$ cat src/hdl/mrs_pkg.sv
// ----------------------------------------------------------------------------
// Motor run sequencer package
// Payload structs, configuration struct and the codes of mode, command,
// drive and bridge shared by the sequencer modules.
// ----------------------------------------------------------------------------
package mrs_pkg;

    // Mode codes
    localparam logic [2:0] MODE_STOPPED   = 3'd0;
    localparam logic [2:0] MODE_BOOTSTRAP = 3'd1;
    localparam logic [2:0] MODE_CHARGING  = 3'd2;
    localparam logic [2:0] MODE_READY     = 3'd3;
    localparam logic [2:0] MODE_RUNNING   = 3'd4;
    localparam logic [2:0] MODE_FAULT     = 3'd5;

    // Command codes (the spare code means nothing)
    localparam logic [1:0] CMD_NONE  = 2'd0;
    localparam logic [1:0] CMD_GO    = 2'd1;
    localparam logic [1:0] CMD_HALT  = 2'd2;
    localparam logic [1:0] CMD_SPARE = 2'd3;

    // Drive request codes
    localparam logic [1:0] DRV_NONE    = 2'd0;
    localparam logic [1:0] DRV_DISABLE = 2'd1;
    localparam logic [1:0] DRV_ENABLE  = 2'd2;

    // Bridge request codes
    localparam logic [1:0] BRG_NONE      = 2'd0;
    localparam logic [1:0] BRG_PRECHARGE = 2'd1;
    localparam logic [1:0] BRG_ALL_OFF   = 2'd2;

    // Register map: one 32-bit word per register, selected by paddr[2]
    localparam int         PADDR_W         = 3;
    localparam logic       REG_CHARGE      = 1'b0;
    localparam logic       REG_READY_TMO   = 1'b1;
    localparam logic [15:0] CHARGE_RESET   = 16'd50;
    localparam logic [15:0] READY_TMO_RESET = 16'd30000;

    typedef struct packed {
        logic [1:0] command;
        logic       fault_active;
        logic       knob_nonzero;
        logic       ramp_at_zero;
    } t_in;

    typedef struct packed {
        logic [2:0] mode;
        logic [1:0] drive_request;
        logic       force_duty_zero;
        logic [1:0] bridge_request;
        logic       ramp_step;
        logic       hall_timer_clear;
    } t_out;

    typedef struct packed {
        logic [15:0] charge_ticks;
        logic [15:0] ready_timeout_ticks;
    } t_cfg;

endpackage

$ cat src/hdl/motor_run_sequencer_top.sv
// ----------------------------------------------------------------------------
// Motor run sequencer top level
// Input register, sequencer core, result register and configuration port.
// ----------------------------------------------------------------------------
// One tick beat in gives one result beat out, passing through the input
// register and then the result register. The input register hands the tick
// to the core, whose transition logic updates the mode and counters and loads
// the result register in the same cycle, so the rate is one tick per clock
// unless stalled, set only by the single register-to-register pass through
// the core. Both stages stall only while the result register is full and not
// taken. Charge time and ready timeout sit at byte addresses 0 and 4 and may
// be changed only while no tick is in flight.
module motor_run_sequencer_top (
    input  logic                        i_clk,
    input  logic                        i_rst_n,
    input  logic                        i_in_valid,
    output logic                        o_in_ready,
    input  mrs_pkg::t_in                i_in,
    output logic                        o_out_valid,
    input  logic                        i_out_ready,
    output mrs_pkg::t_out               o_out,
    input  logic                        psel,
    input  logic                        penable,
    input  logic                        pwrite,
    input  logic [mrs_pkg::PADDR_W-1:0] paddr,
    input  logic [31:0]                 pwdata,
    output logic [31:0]                 prdata,
    output logic                        pready
);

    mrs_pkg::t_cfg w_cfg;
    mrs_pkg::t_out w_res;
    mrs_pkg::t_in  r_in;
    mrs_pkg::t_out r_out;
    logic          r_in_valid;
    logic          r_out_valid;
    logic          w_adv;

    // Configuration registers
    mrs_cfg u_cfg (
        .i_clk   (i_clk),
        .i_rst_n (i_rst_n),
        .psel    (psel),
        .penable (penable),
        .pwrite  (pwrite),
        .paddr   (paddr),
        .pwdata  (pwdata),
        .prdata  (prdata),
        .pready  (pready),
        .o_cfg   (w_cfg)
    );

    // Move a tick to the result register when there is room
    assign w_adv      = r_in_valid & (~r_out_valid | i_out_ready);
    assign o_in_ready = ~r_in_valid | w_adv;

    mrs_core u_core (
        .i_clk   (i_clk),
        .i_rst_n (i_rst_n),
        .i_en    (w_adv),
        .i_tick  (r_in),
        .i_cfg   (w_cfg),
        .o_res   (w_res)
    );

    // Input register
    always_ff @(posedge i_clk) begin
        if (!i_rst_n) begin
            r_in_valid <= 1'b0;
        end else if (o_in_ready) begin
            r_in_valid <= i_in_valid;
        end
    end

    always_ff @(posedge i_clk) begin
        if (o_in_ready && i_in_valid) begin
            r_in <= i_in;
        end
    end

    // Result register
    always_ff @(posedge i_clk) begin
        if (!i_rst_n) begin
            r_out_valid <= 1'b0;
        end else if (w_adv) begin
            r_out_valid <= 1'b1;
        end else if (i_out_ready) begin
            r_out_valid <= 1'b0;
        end
    end

    always_ff @(posedge i_clk) begin
        if (w_adv) begin
            r_out <= w_res;
        end
    end

    assign o_out_valid = r_out_valid;
    assign o_out       = r_out;

    // A present fault always yields the fault mode
    a_fault_mode: assert property (@(posedge i_clk) disable iff (!i_rst_n)
        w_adv && r_in.fault_active |=> r_out.mode == mrs_pkg::MODE_FAULT)
        else $error("fault tick did not give fault mode");

    // Drive enable only on the way into running
    a_enable_run: assert property (@(posedge i_clk) disable iff (!i_rst_n)
        o_out_valid && o_out.drive_request == mrs_pkg::DRV_ENABLE
        |-> o_out.mode == mrs_pkg::MODE_RUNNING)
        else $error("drive enabled outside running");

    // Result mode is always a defined code
    a_mode_code: assert property (@(posedge i_clk) disable iff (!i_rst_n)
        o_out_valid |-> o_out.mode <= mrs_pkg::MODE_FAULT)
        else $error("undefined mode in result");

    // Ramp steps only come from running or its exit to ready
    a_ramp_step: assert property (@(posedge i_clk) disable iff (!i_rst_n)
        o_out_valid && o_out.ramp_step
        |-> (o_out.mode == mrs_pkg::MODE_RUNNING || o_out.mode == mrs_pkg::MODE_READY))
        else $error("ramp step outside running");

endmodule

$ cat src/hdl/mrs_cfg.sv
// ----------------------------------------------------------------------------
// Motor run sequencer configuration registers
// APB-style slave holding the charge time and the ready timeout.
// ----------------------------------------------------------------------------
module mrs_cfg (
    input  logic                        i_clk,
    input  logic                        i_rst_n,
    input  logic                        psel,
    input  logic                        penable,
    input  logic                        pwrite,
    input  logic [mrs_pkg::PADDR_W-1:0] paddr,
    input  logic [31:0]                 pwdata,
    output logic [31:0]                 prdata,
    output logic                        pready,
    output mrs_pkg::t_cfg               o_cfg
);

    logic          w_wr;
    mrs_pkg::t_cfg r_cfg;

    assign pready = 1'b1;
    assign w_wr   = psel & penable & pwrite;

    // Write on the access phase
    always_ff @(posedge i_clk) begin
        if (!i_rst_n) begin
            r_cfg.charge_ticks        <= mrs_pkg::CHARGE_RESET;
            r_cfg.ready_timeout_ticks <= mrs_pkg::READY_TMO_RESET;
        end else if (w_wr) begin
            unique case (paddr[2])
                mrs_pkg::REG_CHARGE:    r_cfg.charge_ticks        <= pwdata[15:0];
                mrs_pkg::REG_READY_TMO: r_cfg.ready_timeout_ticks <= pwdata[15:0];
                default: ;
            endcase
        end
    end

    // Read back
    always_comb begin
        unique case (paddr[2])
            mrs_pkg::REG_CHARGE:    prdata = {16'd0, r_cfg.charge_ticks};
            mrs_pkg::REG_READY_TMO: prdata = {16'd0, r_cfg.ready_timeout_ticks};
            default:                prdata = 32'd0;
        endcase
    end

    assign o_cfg = r_cfg;

endmodule

$ cat src/hdl/mrs_core.sv
// ----------------------------------------------------------------------------
// Motor run sequencer core
// Mode register, tick counters and the per-tick transition and action logic.
// ----------------------------------------------------------------------------
module mrs_core (
    input  logic          i_clk,
    input  logic          i_rst_n,
    input  logic          i_en,
    input  mrs_pkg::t_in  i_tick,
    input  mrs_pkg::t_cfg i_cfg,
    output mrs_pkg::t_out o_res
);

    logic [2:0]  r_mode;
    logic [2:0]  n_mode;
    logic [15:0] r_charge_cnt;
    logic [15:0] n_charge_cnt;
    logic [15:0] r_ready_cnt;
    logic [15:0] n_ready_cnt;
    logic [2:0]  w_mode_eff;
    logic [15:0] w_charge_inc;
    logic [15:0] w_ready_inc;

    // Saturating increments
    assign w_charge_inc = (r_charge_cnt == 16'hFFFF) ? r_charge_cnt : r_charge_cnt + 16'd1;
    assign w_ready_inc  = (r_ready_cnt == 16'hFFFF) ? r_ready_cnt : r_ready_cnt + 16'd1;

    // Fault overrides, then stop
    always_comb begin
        if (i_tick.fault_active) begin
            w_mode_eff = mrs_pkg::MODE_FAULT;
        end else if (i_tick.command == mrs_pkg::CMD_HALT) begin
            w_mode_eff = mrs_pkg::MODE_STOPPED;
        end else begin
            w_mode_eff = r_mode;
        end
    end

    // Run the action of the mode
    always_comb begin
        n_mode       = w_mode_eff;
        n_charge_cnt = r_charge_cnt;
        n_ready_cnt  = r_ready_cnt;
        o_res        = '0;
        unique case (w_mode_eff)
            mrs_pkg::MODE_FAULT: begin
                o_res.drive_request   = mrs_pkg::DRV_DISABLE;
                o_res.force_duty_zero = ~i_tick.ramp_at_zero;
                if (!i_tick.fault_active) begin
                    n_mode = mrs_pkg::MODE_STOPPED;
                end
            end
            mrs_pkg::MODE_BOOTSTRAP: begin
                o_res.bridge_request = mrs_pkg::BRG_PRECHARGE;
                n_charge_cnt         = 16'd0;
                n_mode               = mrs_pkg::MODE_CHARGING;
            end
            mrs_pkg::MODE_CHARGING: begin
                n_charge_cnt = w_charge_inc;
                if (w_charge_inc >= i_cfg.charge_ticks) begin
                    o_res.bridge_request = mrs_pkg::BRG_ALL_OFF;
                    n_ready_cnt          = 16'd0;
                    n_mode               = mrs_pkg::MODE_READY;
                end
            end
            mrs_pkg::MODE_READY: begin
                if (i_tick.knob_nonzero) begin
                    o_res.hall_timer_clear = 1'b1;
                    o_res.drive_request    = mrs_pkg::DRV_ENABLE;
                    n_mode                 = mrs_pkg::MODE_RUNNING;
                end else begin
                    n_ready_cnt = w_ready_inc;
                    if (w_ready_inc >= i_cfg.ready_timeout_ticks) begin
                        n_mode = mrs_pkg::MODE_STOPPED;
                    end
                end
            end
            mrs_pkg::MODE_RUNNING: begin
                o_res.ramp_step = 1'b1;
                if (!i_tick.knob_nonzero && i_tick.ramp_at_zero) begin
                    n_ready_cnt = 16'd0;
                    n_mode      = mrs_pkg::MODE_READY;
                end
            end
            default: begin
                // Stopped, and the unused codes that act as stopped
                o_res.drive_request   = mrs_pkg::DRV_DISABLE;
                o_res.force_duty_zero = ~i_tick.ramp_at_zero;
                if (i_tick.command == mrs_pkg::CMD_GO) begin
                    n_mode = mrs_pkg::MODE_BOOTSTRAP;
                end else begin
                    n_mode = mrs_pkg::MODE_STOPPED;
                end
            end
        endcase
        o_res.mode = n_mode;
    end

    // Advance state once per tick beat
    always_ff @(posedge i_clk) begin
        if (!i_rst_n) begin
            r_mode       <= mrs_pkg::MODE_STOPPED;
            r_charge_cnt <= 16'd0;
            r_ready_cnt  <= 16'd0;
        end else if (i_en) begin
            r_mode       <= n_mode;
            r_charge_cnt <= n_charge_cnt;
            r_ready_cnt  <= n_ready_cnt;
        end
    end

endmodule
$ cat config.mk
export PLATFORM = sky130hd
export DESIGN_NAME = motor_run_sequencer_top
export DESIGN_NICKNAME = d
export VERILOG_FILES = /design/src/hdl/mrs_pkg.sv /design/src/hdl/motor_run_sequencer_top.sv /design/src/hdl/mrs_cfg.sv /design/src/hdl/mrs_core.sv
export SDC_FILE = /design/constraint.sdc
export NUM_CORES = 1
export LEC_CHECK = 0
export BUFFER_PORTS_ARGS = -buffer_cell sky130_fd_sc_hd__buf_2
export CAP_MARGIN = 30
export CORE_ASPECT_RATIO = 1.4
export CORE_MARGIN = 2
export CORE_UTILIZATION = 40
export DETAILED_ROUTE_END_ITERATION = 8
export GPL_ROUTABILITY_DRIVEN = 1
export HOLD_SLACK_MARGIN = 0.08
export SETUP_SLACK_MARGIN = 0.05
export SYNTH_ARGS = -nofsm -noshare
export SYNTH_HDL_FRONTEND = slang
export SYNTH_SLANG_ARGS = --single-unit
$ cat constraint.sdc
create_clock -name i_clk -period 3.45 [get_ports i_clk]
set_input_delay 1.035 -clock i_clk [delete_from_list [all_inputs] [get_ports i_clk]]
set_output_delay 1.035 -clock i_clk [all_outputs]
set_load 0.02 [all_outputs]
==> impl_metrics.csv, run 1 <==
group,metric,value,unit
floorplanning,initial_utilization,41.0,%
layout,drive_above_1_share,18.7,%
critical_path,end_kind,"flip-flop",
layout,final_area,5920,um^2
sta,finalCritPeriodShare,93.4,%
floorplanning,fp.dieArea,13600,um^2
global_routing,grt_start_max_net_pins,25,
layout,mostFrequentLayoutCell,"nand2_1",
floorplanning,core_area,12400,um^2
global_routing,grt_pass1_wl,20.7,mm
power,p_leak,2.42,nW
floorplanning,ios,92,
clock_tree,cts_hold_buf,0,
clock_tree,htree_num_levels,3,
drt,drc,0,
status,status,"completed",
placement,dpl.hpwl,10.4,mm
sta,setup-violations-final,0,
global_routing,grt_usage,19.1,%
drt,drt_first_iter_violations,260,
clock_tree,clock_latency,340,ps
drt,wl_per_cell,15.5,um
critical_path,cp_slowest_cell,"dfxtp_1",
placement,place_congestion,0.883,
clock_tree,clock_path_buffers,2,
sta,clock.fmax,0.310,GHz
drt,first_pass_iters,6,
critical_path,crit_path_frequent_cell,"ha_1",
global_routing,globalRouteOverflowTotal,0,
placement,port_buffers,56,
critical_path,arrival,3310,ps
sta,fin_skew,11.4,ps
drt,wirelength,13.3,mm
sta,post-route-min-period,3220,ps
floorplanning,rows,48,
critical_path,max_stage_delay,390,ps
job,drv_cap,0,
clock_tree,path_clk_slew,70,ps
sta,drv_slew,0,
clock_tree,cts_made_buffers,9,
layout,final_cell_mix,"nand2_1 (118), dfxtp_1 (65), buf_2 (56), a21oi_1 (41), inv_1 (39)",
sta,tightest_slew,677,ps
floorplanning,die_x,99.1,um
logic_synthesis,netlist_area,5070,um^2
critical_path,crit_buf_inv,0,
power,ir_worst_vdd,250,uV
logic_synthesis,yosys_most_used_dff,"dfxtp_1",
layout,syn_to_final_growth,16.9,%
sta,fin_tns_setup,0,ps
global_routing,grt_pass1_vias,4380,
placement,post_dp_cell_area,5610,um^2
logic_synthesis,yosysTopAreaCell,"dfxtp_1",
clock_tree,cts_sinks,84,
layout,antenna_cells,0,
critical_path,critPathKind,"flip-flop to flip-flop",
logic_synthesis,synth_edf_count,15,
logic_synthesis,postSynthAreaPerCell,8.02,um^2
sta,hold_viol_final,0,
sta,rsz0062_at_grt,"yes",
layout,layout.nets,786,
logic_synthesis,postSynth.asyncResetShare,0,%
drt,vias_per_cell,5.48,
floorplanning,die_h,137,um
clock_tree,cts_tree,"done",
logic_synthesis,yosysSeqAreaShare,36.1,%
sta,slew-limit-headroom,54.6,%
logic_synthesis,synth_cell_type_count,63,
placement,place_ws,126,ps
power,powerDensity,359,nW/um^2
critical_path,startpoint_type,"flip-flop",
critical_path,path_delay_family,"simple AND/OR/NAND/NOR gates",
critical_path,required,3530,ps
drt,ant_nets,0,
clock_tree,root_buffer,"clkbuf_16",
logic_synthesis,netlist.area_leader.share,27.3,%
logic_synthesis,synthCells,632,
drt,num_vias,4714,
logic_synthesis,yosys-top-cells-area,"dfxtp_1 (27%), edfxtp_1 (8.9%), nand2_1 (8.7%)",
worst_hold_path,min_path_type,"flip-flop to flip-flop",
sta,postLayoutSetupSlackWorst,226,ps
logic_synthesis,yosysWarnings,0,
critical_path,critPathMaxFanout,6,
global_routing,antenna_found_initial,0,
logic_synthesis,yosys_register_bits,84,
critical_path,crit_chain,"ha_1 -> and3_1 -> nand3_2 -> mux2_2 -> ha_1 -> o211ai_1 -> a21oi_1 -> and4b_1 -> o21ai_0 -> a211oi_2 -> nand2_1",
-- cells in the mapped netlist, types with 2 or more instances --
| cell type | instances |
|---|---|
| a31oi_1 | 14 |
| or3_1 | 5 |
| nand4_1 | 16 |
| clkbuf_1 | 18 |
| nor3_1 | 13 |
| mux2i_1 | 4 |
| a41oi_1 | 5 |
| edfxtp_1 | 15 |
| o21ai_1 | 19 |
| dfxtp_1 | 69 |
| nor2_2 | 2 |
| nor2b_1 | 4 |
| nor2_1 | 29 |
| a21oi_1 | 41 |
| nand3_1 | 22 |
| mux2_2 | 5 |
| nand2b_1 | 4 |
| and3_1 | 7 |
| buf_4 | 17 |
| nand2_1 | 118 |
| o311ai_1 | 3 |
| conb_1 | 2 |
| a211oi_1 | 7 |
| o31ai_1 | 5 |
| a21o_1 | 7 |
| inv_1 | 39 |
| o21a_1 | 5 |
| ha_1 | 34 |
| o21bai_1 | 2 |
| o211ai_1 | 13 |
| buf_2 | 6 |
| and2_1 | 3 |
| buf_6 | 2 |
| xnor2_1 | 15 |
| a22o_1 | 3 |
| o21ai_0 | 30 |
| xor2_1 | 3 |
-- registers in the layout, summed over array words and instances, names as in the netlist --
name                 cells
o_out                   10
o_out_valid              1
r_in                     5
r_in_valid               1
u_cfg.o_cfg             32
u_core.r_charge_cnt     16
u_core.r_mode            3
u_core.r_ready_cnt      16
-- path summary, 6_finish.rpt --
kind                                  startpoint                            to  slack [ps]  cells past startpoint
max          u_core.r_charge_cnt[1]$_SDFFE_PN0P_            o_out[7]$_DFFE_PP_         230                     11
min                 u_cfg.o_cfg[26]$_SDFFE_PN0P_  u_cfg.o_cfg[26]$_SDFFE_PN0P_         460                      2
max reg2reg  u_core.r_charge_cnt[1]$_SDFFE_PN0P_            o_out[7]$_DFFE_PP_         230                     11
min reg2reg         u_cfg.o_cfg[26]$_SDFFE_PN0P_  u_cfg.o_cfg[26]$_SDFFE_PN0P_         460                      2
-- worst min-delay path, delay by kind of cell (launching register included) --
family / cells / cell delay (ps)
AO/OA/AOI/OAI: 1 / 50
AND/OR/NAND/NOR: 1 / 50
flip-flops: 1 / 310
-- area by class of cell --
cell class / count / area (um^2)
sequential: 84 / 1840
clock inverter: 7 / 51.3
tap: 150 / 188
timing repair buffer: 92 / 563
multi-input combinational: 478 / 2910
clock buffer: 9 / 225
fill: 1205 / 6450
inverter: 40 / 150
-- stage by stage --
step           total power [W]  utilization [%]  instances  hold slack, ps
2_1_floorplan          0.00119                -        647             436
3_3_place_gp           0.00124             45.4        843             444
3_5_place_dp           0.00124             45.4        843             451
4_1_cts                0.00215             47.6        859             460
5_1_grt                0.00221             47.9        860             481
6_report               0.00213             47.9        860             462
-- power breakdown --
part	internal [W]	leakage, nW	total, W	switching, W
Combinational	0.0000583	1.59	0.000188	0.000129
Sequential	0.00102	0.701	0.00104	0.0000151
Clock	0.000491	0.130	0.000902	0.000411
-- routing by layer --
metal / vias up / routed length (um) / track usage, %
met1: 2191 / 5250 / 21.5
met3: 31 / 639 / 2.94
met5: - / 0 / 0
met2: 143 / 6940 / 35.0
met4: 0 / 454 / 9.28
li1: 2349 / - / -
-- what timing repair did --
action / CTS / global route
buffers inserted: 0 / 1
endpoints found under the setup margin: 0 / 11
endpoints found under the hold margin: 0 / 0
resized for setup: 0 / 10
-- cells by family after synthesis --
logic type,synth area share (%)
AO/OA/AOI/OAI,20.8
flip-flops,36.1
multiplexers,1.90
XOR/XNOR,3.11
AND/OR/NAND/NOR,21.5
other,0.148
adder cells (fa/ha/maj),8.39
buffers and inverters,8.02
(Power assumes the default switching activity.)
==> run 2, diff against run 1 <==
ABC_AREA = 1   (was default)
==> run 2 against run 1 <==
Count of clock-buffer cells in the layout grew 3. Hold slack gained 21 ps. Clock power grew 7.2%. Critical path type unchanged. Largest cell class unchanged.
==> impl_metrics.csv, run 2 <==
group,metric,value,unit
status,status,"completed",
sta,hold_viol_final,0,
sta,slew-limit-headroom,55.7,%
drt,num_vias,4708,
sta,drv_slew,0,
clock_tree,cts_hold_buf,0,
clock_tree,clock_latency,340,ps
drt,drt_first_iter_violations,141,
critical_path,critPathMaxFanout,12,
sta,post-route-min-period,3020,ps
sta,fin_skew,8.40,ps
floorplanning,rows,50,
logic_synthesis,yosys-top-cells-area,"dfxtp_1 (26%), nand2_1 (13%), edfxtp_1 (8.4%)",
clock_tree,path_clk_slew,60,ps
logic_synthesis,postSynthAreaPerCell,7.01,um^2
global_routing,grt_usage,18.6,%
sta,rsz0062_at_grt,"no",
floorplanning,initial_utilization,40.5,%
floorplanning,die_x,102,um
global_routing,use_met1,22.1,%
critical_path,r2r_start,"u_core.r_charge_cnt[2]$_SDFFE_PN0P_",
drt,drc,0,
logic_synthesis,synth-compound-area-share,12.1,%
global_routing,grt_pass1_wl,21.1,mm
critical_path,r2r_slack,430,ps
logic_synthesis,synth_cell_type_count,38,
logic_synthesis,ys_top_cells_by_count,"nand2_1 (192), inv_1 (93), dfxtp_1 (69)",
layout,layout.nets,894,
clock_tree,cts-resized-gates,0,
critical_path,arrival,3290,ps
worst_hold_path,min_path_type,"flip-flop to flip-flop",
floorplanning,die_h,141,um
drt,wl_per_cell,12.5,um
worst_hold_path,whs_endpoint,"u_cfg.o_cfg[3]$_SDFFE_PN0P_",
critical_path,reg2reg_to,"u_core.r_ready_cnt[13]$_SDFFE_PN0P_",
power,ir_worst_vdd,251,uV
sta,finalCritPeriodShare,87.4,%
critical_path,end_kind,"flip-flop",
global_routing,use_met3,2.28,%
placement,port_buffers,56,
sta,setup-violations-final,0,
sta,tightest_slew,663,ps
logic_synthesis,netlist_area,5350,um^2
critical_path,startpoint_type,"flip-flop",
critical_path,required,3730,ps
placement,dpl.hpwl,9.69,mm
clock_tree,cts_sinks,84,
drt,ant_nets,0,
global_routing,grt_use_met2,32.0,%
logic_synthesis,postSynth.asyncResetShare,0,%
clock_tree,htree_num_levels,3,
power,total_power,0.00227,W
layout,final_cell_mix,"nand2_1 (192), inv_1 (93), dfxtp_1 (69), a21oi_1 (62), o21ai_0 (58)",
job,drv_cap,0,
clock_tree,cts_tree,"done",
sta,fin_tns_setup,0,ps
placement,place_congestion,0.884,
clock_tree,root_buffer,"clkbuf_16",
global_routing,antenna_found_initial,1,
critical_path,critPathKind,"flip-flop to flip-flop",
worst_hold_path,hp-start,"u_cfg.o_cfg[3]$_SDFFE_PN0P_",
clock_tree,cts_made_buffers,9,
clock_tree,post_cts_buffers,0,
global_routing,grt_pass1_vias,4500,
logic_synthesis,synth_top_family_by_area,"simple AND/OR/NAND/NOR gates",
drt,vias_per_cell,4.70,
layout,mostFrequentLayoutCell,"nand2_1",
layout,syn_to_final_growth,12.8,%
floorplanning,core_area,13200,um^2
drt,wirelength,12.5,mm
layout,largest_reg_flops,32,
logic_synthesis,yosys_most_used_dff,"dfxtp_1",
logic_synthesis,synthSimpleGateAreaFrac,30.9,%
sta,clock.fmax,0.332,GHz
critical_path,r2r_cells,13,
power,p_leak,2.78,nW
layout,drive_above_1_share,15.6,%
logic_synthesis,synth_edf_count,15,
logic_synthesis,yosysTopAreaCell,"dfxtp_1",
worst_hold_path,hold_depth,2,
global_routing,busiest_layer,"met2",
logic_synthesis,yosys_register_bits,84,
logic_synthesis,synth_xor_area_share,2.95,%
floorplanning,fp.dieArea,14300,um^2
power,powerDensity,376,nW/um^2
sta,hold_ws,483,ps
floorplanning,ios,92,
logic_synthesis,yosysSeqAreaShare,34.3,%
logic_synthesis,netlist.area_leader.share,25.8,%
global_routing,globalRouteOverflowTotal,0,
logic_synthesis,synth_mux_area_share,0,%
global_routing,grt_start_max_net_pins,37,
logic_synthesis,yosysWarnings,0,
clock_tree,clock_path_buffers,2,
logic_synthesis,synth.most_common_cell,"nand2_1",
drt,first_pass_iters,4,
logic_synthesis,synthCells,763,
logic_synthesis,synth_fa_ha_area_share,7.96,%
-- run 2: cell count changes after synthesis, moves of 21 or more --
cell     before  now
nand2_1     118  192
inv_1        39   93
nor2_2        2   23
nand3_1      22   44
a21oi_1      41   62
o21ai_0      30   58
nor2_1       29   56
-- run 2: stage by stage --
step                area [um^2]  util [%]  setup slack [ps]  cells
finish                     6030      45.7               434   1001
global route               6030      45.7               134   1001
CTS                        6030      45.7               400   1000
detailed placement         5730      43.4               418    984
global placement           5730      43.4               427    984
floorplan                  5400         -               693    778
-- run 2: cell type report --
cell class,count,area (um^2)
fill,1417,7170
multi-input combinational,555,2940
sequential,84,1830
inverter,98,370
timing repair buffer,65,360
clock buffer,12,246
tap,182,228
clock inverter,4,50.0
antenna,1,2.50
-- run 2: worst max-delay path by stage --
stage	from	to	slack, ps	cells after the start
finish	u_core.r_charge_cnt[2]$_SDFFE_PN0P_	u_core.r_ready_cnt[13]$_SDFFE_PN0P_	430	13
global route	u_core.r_charge_cnt[0]$_SDFFE_PN0P_	u_core.r_ready_cnt[13]$_SDFFE_PN0P_	130	18
CTS	u_core.r_charge_cnt[2]$_SDFFE_PN0P_	u_core.r_ready_cnt[13]$_SDFFE_PN0P_	400	13
detailed placement	u_core.r_charge_cnt[2]$_SDFFE_PN0P_	u_core.r_ready_cnt[13]$_SDFFE_PN0P_	420	13
global placement	u_core.r_charge_cnt[2]$_SDFFE_PN0P_	u_core.r_ready_cnt[13]$_SDFFE_PN0P_	430	13
floorplan	u_core.r_charge_cnt[0]$_SDFFE_PN0P_	u_core.r_ready_cnt[14]$_SDFFE_PN0P_	690	20
-- run 2: power breakdown --
group / internal (W) / switching (W) / total (W) / leakage (nW)
clock network: 0.000580 / 0.000387 / 0.000967 / 0.139
registers: 0.00103 / 0.0000180 / 0.00105 / 0.704
logic: 0.0000777 / 0.000171 / 0.000249 / 1.94
total: 0.00169 / 0.000576 / 0.00227 / 2.78
-- run 2: routing by layer --
layer | wire length (um) | vias to the layer above
met5 | 0 | -
met4 | 506 | 0
met3 | 292 | 37
met2 | 6280 | 72
met1 | 5430 | 2085
li1 | - | 2514
-- run 2: critical path, stage by stage, from the launching register on --
cell and delay, ps:
dfxtp_1 460, nand3_1 250, nor3_2 340, nand3_1 100
and2_1 190, ha_1 290, nand2_1 80, nor3_1 330
nand3_1 240, nand4_4 230, nand2_4 100, inv_4 190
nor2_1 60, nor2_1 90
-- run 2: kinds of logic (layout without fill, tap and decap cells) --
group | count (synthesis) | in the layout
xor gates and xnor gates | 18 | 18
DFF | 84 | 84
AOI/OAI and AO/OA | 126 | 126
buffers and inverters | 139 | 179
and+or+nand+nor | 360 | 360
adders and majority gates | 34 | 34
other | 2 | 18
